<file path="config.mk">
export PLATFORM = sky130hd
export DESIGN_NAME = vgl_ctrl
export DESIGN_NICKNAME = d
export VERILOG_FILES = /design/src/design/vgl_pkg.sv /design/src/design/vgl_ctrl.sv
export SDC_FILE = /design/constraint.sdc
export NUM_CORES = 1
export LEC_CHECK = 0
export BUFFER_PORTS_ARGS = -buffer_cell sky130_fd_sc_hd__buf_2
export CAP_MARGIN = 10
export CORE_MARGIN = 2
export CORE_UTILIZATION = 50
export CTS_CLUSTER_SIZE = 24
export DETAILED_ROUTE_END_ITERATION = 12
export MAX_ROUTING_LAYER = met4
export PLACE_DENSITY = 0.73
export SLEW_MARGIN = 10
export SYNTH_ARGS = -nofsm -noshare
export SYNTH_HDL_FRONTEND = slang
export SYNTH_SLANG_ARGS = --single-unit
</file>
<file path="constraint.sdc">
create_clock -name clk -period 2 [get_ports clk]
set_input_delay 0 -clock clk [delete_from_list [all_inputs] [get_ports clk]]
set_output_delay 0 -clock clk [all_outputs]
set_load 0.02 [all_outputs]
</file>
<file path="src/design/vgl_pkg.sv">
// Package with shared constants, command and status types for the volume stencil.
`timescale 1ns / 1ps

package vgl_pkg;

    localparam int MAX_SIZE_X = 256;
    localparam int MAX_SIZE_Y = 256;
    localparam int MAX_SIZE_Z = 4096;

    localparam int XW = $clog2(MAX_SIZE_X);
    localparam int YW = $clog2(MAX_SIZE_Y);
    localparam int ZW = $clog2(MAX_SIZE_Z);
    localparam int AW = 1 + XW + YW;

    localparam int SAMPLE_W = 17;
    localparam int GRAD_W = 18;
    localparam int LAP_W = 21;
    localparam int SUM_W = 35;
    localparam int ROOT_STEPS = 18;

    localparam logic [1:0] CFG_SIZE_X = 2'd0;
    localparam logic [1:0] CFG_SIZE_Y = 2'd1;
    localparam logic [1:0] CFG_SIZE_Z = 2'd2;

    localparam logic [2:0] SEL_C = 3'd0;
    localparam logic [2:0] SEL_PX = 3'd1;
    localparam logic [2:0] SEL_NX = 3'd2;
    localparam logic [2:0] SEL_PY = 3'd3;
    localparam logic [2:0] SEL_NY = 3'd4;
    localparam logic [2:0] SEL_NZ = 3'd5;

    localparam logic [1:0] AXIS_X = 2'd0;
    localparam logic [1:0] AXIS_Y = 2'd1;
    localparam logic [1:0] AXIS_Z = 2'd2;

    typedef struct packed {
        logic       load;
        logic       rd_en;
        logic [2:0] rd_sel;
        logic       wr_en;
        logic       sq_en;
        logic [1:0] sq_sel;
        logic       root_init;
        logic       root_step;
        logic       emit;
    } ctrl_cmd_t;

    typedef struct packed {
        logic interior;
        logic out_full;
    } dp_status_t;

endpackage

</file>
<file path="src/design/vgl_ctrl.sv">
// State machine that sequences reads, write, squares, root steps and emit.
`timescale 1ns / 1ps

module vgl_ctrl (
    input  logic                clk,
    input  logic                rst_n,
    input  logic                in_fire,
    input  vgl_pkg::dp_status_t status,
    output logic                ready,
    output vgl_pkg::ctrl_cmd_t  cmd
);

    localparam logic [2:0] ST_IDLE = 3'd0;
    localparam logic [2:0] ST_READ = 3'd1;
    localparam logic [2:0] ST_WRITE = 3'd2;
    localparam logic [2:0] ST_SQUARE = 3'd3;
    localparam logic [2:0] ST_ROOT = 3'd4;
    localparam logic [2:0] ST_EMIT = 3'd5;

    logic [2:0] state_reg, state_next;
    logic [4:0] cnt_reg, cnt_next;
    logic       inter_reg, inter_next;

    always_ff @(posedge clk or negedge rst_n)
    begin
        if (!rst_n)
        begin
            state_reg <= ST_IDLE;
            cnt_reg <= 5'd0;
            inter_reg <= 1'b0;
        end
        else
        begin
            state_reg <= state_next;
            cnt_reg <= cnt_next;
            inter_reg <= inter_next;
        end
    end

    assign ready = (state_reg == ST_IDLE);

    always_comb
    begin
        state_next = state_reg;
        cnt_next = cnt_reg;
        inter_next = inter_reg;
        cmd = '0;
        case (state_reg)
            ST_IDLE:
            begin
                if (in_fire)
                begin
                    cmd.load = 1'b1;
                    inter_next = status.interior;
                    cnt_next = 5'd0;
                    state_next = status.interior ? ST_READ : ST_WRITE;
                end
            end
            ST_READ:
            begin
                cmd.rd_en = 1'b1;
                cmd.rd_sel = cnt_reg[2:0];
                cnt_next = cnt_reg + 5'd1;
                if (cnt_reg[2:0] == vgl_pkg::SEL_NZ)
                begin
                    state_next = ST_WRITE;
                end
            end
            ST_WRITE:
            begin
                cmd.wr_en = 1'b1;
                cnt_next = 5'd0;
                state_next = inter_reg ? ST_SQUARE : ST_IDLE;
            end
            ST_SQUARE:
            begin
                cmd.sq_en = 1'b1;
                cmd.sq_sel = cnt_reg[1:0];
                cnt_next = cnt_reg + 5'd1;
                if (cnt_reg[1:0] == vgl_pkg::AXIS_Z)
                begin
                    cnt_next = 5'd0;
                    state_next = ST_ROOT;
                end
            end
            ST_ROOT:
            begin
                cnt_next = cnt_reg + 5'd1;
                if (cnt_reg == 5'd0)
                begin
                    cmd.root_init = 1'b1;
                end
                else
                begin
                    cmd.root_step = 1'b1;
                end
                if (cnt_reg == 5'(vgl_pkg::ROOT_STEPS))
                begin
                    state_next = ST_EMIT;
                end
            end
            ST_EMIT:
            begin
                if (!status.out_full)
                begin
                    cmd.emit = 1'b1;
                    state_next = ST_IDLE;
                end
            end
            default:
            begin
                state_next = ST_IDLE;
            end
        endcase
    end

`ifndef NO_ASSERTIONS
    a_emit_free: assert property (@(posedge clk) disable iff (!rst_n)
        cmd.emit |-> !status.out_full) else $error("emit into a full output register");
    a_rw_apart: assert property (@(posedge clk) disable iff (!rst_n)
        cmd.rd_en |-> !cmd.wr_en) else $error("read and write in one cycle");
    a_root_end: assert property (@(posedge clk) disable iff (!rst_n)
        (state_reg == ST_ROOT && cnt_reg == 5'(vgl_pkg::ROOT_STEPS)) |=> state_reg == ST_EMIT)
        else $error("root sequence did not end in emit");
`endif

endmodule

</file>
==> results.sh <==
export IMPL_rsz0062_at_grt="no"
export IMPL_die_height_um=41.64
export IMPL_clock_insertion_delay_worst_skew_ps=270
export IMPL_post_synth_top_area_fraction=0.3180
export IMPL_largest_net_degree_at_the_start_of_global_routing=17
export IMPL_die_area_sq_mm=0.001733
export IMPL_grt_busiest_layer="met2"
export IMPL_achievable_frequency_mhz=540.6
export IMPL_dr_first_iter_drc_count=21
export IMPL_worstMarginPinSlew_ps=437.5
export IMPL_power_ir_vdd_worst_mv=0.9804
export IMPL_timing_final_crit_period_ps=1850
export IMPL_fill_cell_instance_count_of_the_final_layout=124
export IMPL_cp_max_fo=7
export IMPL_number_of_flops_mapped_to_enable_cells_by_yosys=0
export IMPL_numCtsBuffers=3
export IMPL_cp_buffers_inverters=2
export IMPL_routability_congestion_estimate=0.8124
export IMPL_port_buffers=17
export IMPL_rr_worst_depth=4
export IMPL_crit_type="reg2out"
export IMPL_internal_power_w=0.0005988
export IMPL_worst_endpoint_arrival_ps=1850
export IMPL_mostFrequentLayoutCells="17 x sky130_fd_sc_hd__buf_2, 9 x sky130_fd_sc_hd__dfrtp_1, 7 x sky130_fd_sc_hd__nor2_1"
export IMPL_global_route_track_usage_on_met1=0.2650
export IMPL_worstHoldPathType="in2async"
export IMPL_synth_distinct_cells=35
export IMPL_final_antenna_net_count=0
export IMPL_register_bit_count_reported_by_yosys=9
export IMPL_die_x_um=41.64
export IMPL_globalRouteOverflowTotal=0
export IMPL_most_area_hungry_cell_type_in_the_yosys_netlist="sky130_fd_sc_hd__dfrtp_1"
export IMPL_syn_cell_area_sq_um=708.2
export IMPL_clkPwrFrac=0.131
export IMPL_grt_pass1_wl_um=2822
export IMPL_mappedNetlistNets=92
export IMPL_power_frac_comb=0.579
export IMPL_max_slew_margin=0.7077
export IMPL_final_max_slew_violation_count=0
export IMPL_estimated_wirelength_of_the_detail_placed_design_um=1279
export IMPL_yosysSeqAreaShare=0.3180
export IMPL_clkTransAtPathRegs_ps=70
export IMPL_rows=13
export IMPL_clock_skew_final_ps=6.157
export IMPL_sw_frac_of_total=0.4730
export IMPL_drv_cap=0
export IMPL_cts_hold_buffers=2
export IMPL_crit_path_start_kind="register"
export IMPL_flow_area_growth_from_synthesis_pct=23.14
export IMPL_globalRouteMet3Util=0.04783
export IMPL_switching_power_w=0.0005374
export IMPL_drt_pass1_iter_count=4
export IMPL_antenna_found_initial=0
export IMPL_timing_critical_path_slowest_stage_cell="sky130_fd_sc_hd__dfrtp_1"
export IMPL_initial_utilization=0.5375
export IMPL_drt_total_wl_um=1725
export IMPL_clock_path_buffers=2
export IMPL_ff2ff_setup_slack_ps=260
export IMPL_post_synth_inst_count=83
export IMPL_syn_area_per_cell_sq_um=8.532
export IMPL_regToRegEndpoint="state_reg[0]$_DFFE_PN0P_"
export IMPL_leakagePower_nw=0.4384
export IMPL_cts_resized=0
export IMPL_rr_startpoint="state_reg[0]$_DFFE_PN0P_"
export IMPL_via_count_of_the_first_global_routing_pass=624
export IMPL_post_route_drc_count=0
export IMPL_clock_root_buffer="sky130_fd_sc_hd__clkbuf_4"
export IMPL_ys_top_cells_by_area="sky130_fd_sc_hd__dfrtp_1 32%, sky130_fd_sc_hd__ha_1 7.1%, sky130_fd_sc_hd__and2_1 4.4%"
export IMPL_final_common_cell="sky130_fd_sc_hd__buf_2"
export IMPL_critical_path_max_stage_delay_ps=450
export IMPL_synth_main_ff_cell="sky130_fd_sc_hd__dfrtp_1"
export IMPL_finalSetupViolations=0
export IMPL_clock_sinks=9
export IMPL_core_sq_mm=0.001318
export IMPL_hold_slack_ps=115.9
export IMPL_min_period_over_period=0.9249
export IMPL_worst_path_dominant_cell_family="simple AND/OR/NAND/NOR gates"
export IMPL_post_route_cells_drive_above_1_share=0.2547
export IMPL_p_per_area_mw_per_mm2=1303
export IMPL_synthesis_yosys_warnings=0
export IMPL_critical_path_endpoint_type="primary output"
export IMPL_via_count=702
export IMPL_cts_htree_levels=1
export IMPL_setup_tns_final_ps=0
export IMPL_worst_ep_required_time_ps=2000
export IMPL_floorplan_io_pins=18
export IMPL_finalHoldViolCount=0
export IMPL_cts_tree="yes"
export IMPL_post_drt_wl_per_cell_um=14.26
export IMPL_async_flop_share=1.000
export IMPL_cp_cell_sequence="inv_1 > ha_1 > nor4b_1 > nor3b_1 > buf_2"
export IMPL_antenna_diode_count=0
export IMPL_vias_per_cell=5.802
export IMPL_power_frac_seq=0.290
export IMPL_post_cts_setup_buffer_count=0
export IMPL_largest_register_ffs=5
export IMPL_status="complete, no violations"
export IMPL_grt_met2_usage=0.3531
export IMPL_grt_usage=0.2269
export IMPL_finalNetCount=116
metrics by stage:
| stage | worst slack (ps) | total power [W] | instance area (sq um) | cells | utilization |
|---|---|---|---|---|---|
| final | 150.3 | 0.001136 | 872.1 | 121 | 0.6619 |
| after floorplan | 110.2 | 0.0007893 | 708.2 | 83 | - |
| after CTS | 148.4 | 0.001142 | 872.1 | 121 | 0.6619 |
| after global routing | 2.328 | 0.001227 | 872.1 | 121 | 0.6619 |
| after detailed placement | 278.7 | 0.0009858 | 825.8 | 115 | 0.6268 |
| after global placement | 311.6 | 0.0009642 | 825.8 | 115 | 0.6268 |
power by group through the flow:
stage | clock [W] | sequential, W | combinational (W)
global route | 0.000165 | 0.000342 | 0.000720
global placement | 0 | 0.000325 | 0.000639
detailed placement | 0 | 0.000332 | 0.000654
CTS | 0.000152 | 0.000329 | 0.000662
finish | 0.000149 | 0.000330 | 0.000657
floorplan | 0 | 0.000286 | 0.000503
cells in the mapped netlist (2+ instances only):
master	number
sky130_fd_sc_hd__a21oi_1	2
sky130_fd_sc_hd__and2_1	5
sky130_fd_sc_hd__clkbuf_1	3
sky130_fd_sc_hd__dfrtp_1	9
sky130_fd_sc_hd__ha_1	4
sky130_fd_sc_hd__inv_1	4
sky130_fd_sc_hd__nand2_1	6
sky130_fd_sc_hd__nand2b_1	3
sky130_fd_sc_hd__nand3_1	4
sky130_fd_sc_hd__nor2_1	7
sky130_fd_sc_hd__nor2b_1	3
sky130_fd_sc_hd__nor3_1	4
sky130_fd_sc_hd__nor3b_1	3
sky130_fd_sc_hd__o211a_1	2
sky130_fd_sc_hd__o22ai_1	2
sky130_fd_sc_hd__xor2_1	3
per-layer routing:
layer,routed length [um],up-vias
li1,-,347
met1,769,331
met2,839,20
met3,69,4
met4,47,0
met5,0,-
final cells by class:
class | instances | area, sq um | area share
sequential | 9 | 225.2 | 0.2582
timing repair buffer | 23 | 135.1 | 0.1550
tap | 15 | 18.77 | 0.02152
clock buffer | 4 | 26.28 | 0.03013
multi-input combinational | 66 | 451.7 | 0.5179
inverter | 4 | 15.01 | 0.01722
how the worst max path moves through the flow:
| stage | startpoint | endpoint | slack [ps] | depth (start not counted) |
|---|---|---|---|---|
| final | cnt_reg[0]$_DFFE_PN0P_ | cmd[2] | 150 | 5 |
| after global placement | state_reg[0]$_DFFE_PN0P_ | state_reg[0]$_DFFE_PN0P_ | 310 | 4 |
| after global routing | cnt_reg[0]$_DFFE_PN0P_ | cmd[2] | 2 | 5 |
| after floorplan | state_reg[0]$_DFFE_PN0P_ | inter_reg$_DFFE_PN0P_ | 110 | 4 |
| after CTS | cnt_reg[0]$_DFFE_PN0P_ | cmd[2] | 150 | 5 |
| after detailed placement | state_reg[0]$_DFFE_PN0P_ | state_reg[0]$_DFFE_PN0P_ | 280 | 4 |
logic make-up after synthesis:
kind of cell | share of synthesized area
buffers and inverters | 0.04416
adder cells (fa/ha/maj) | 0.07067
AND/OR/NAND/NOR | 0.3375
multiplexers | 0.03180
XOR/XNOR | 0.03711
AO/OA/AOI/OAI | 0.1608
flip-flops | 0.3180
worst reg2reg max path, stage by stage (launching register included):
cell and delay (ps):
sky130_fd_sc_hd__dfrtp_1 490, sky130_fd_sc_hd__or4_4 590, sky130_fd_sc_hd__o211a_1 170, sky130_fd_sc_hd__nand3_2 60
sky130_fd_sc_hd__mux2_1 320
(Power assumes the default switching activity.)
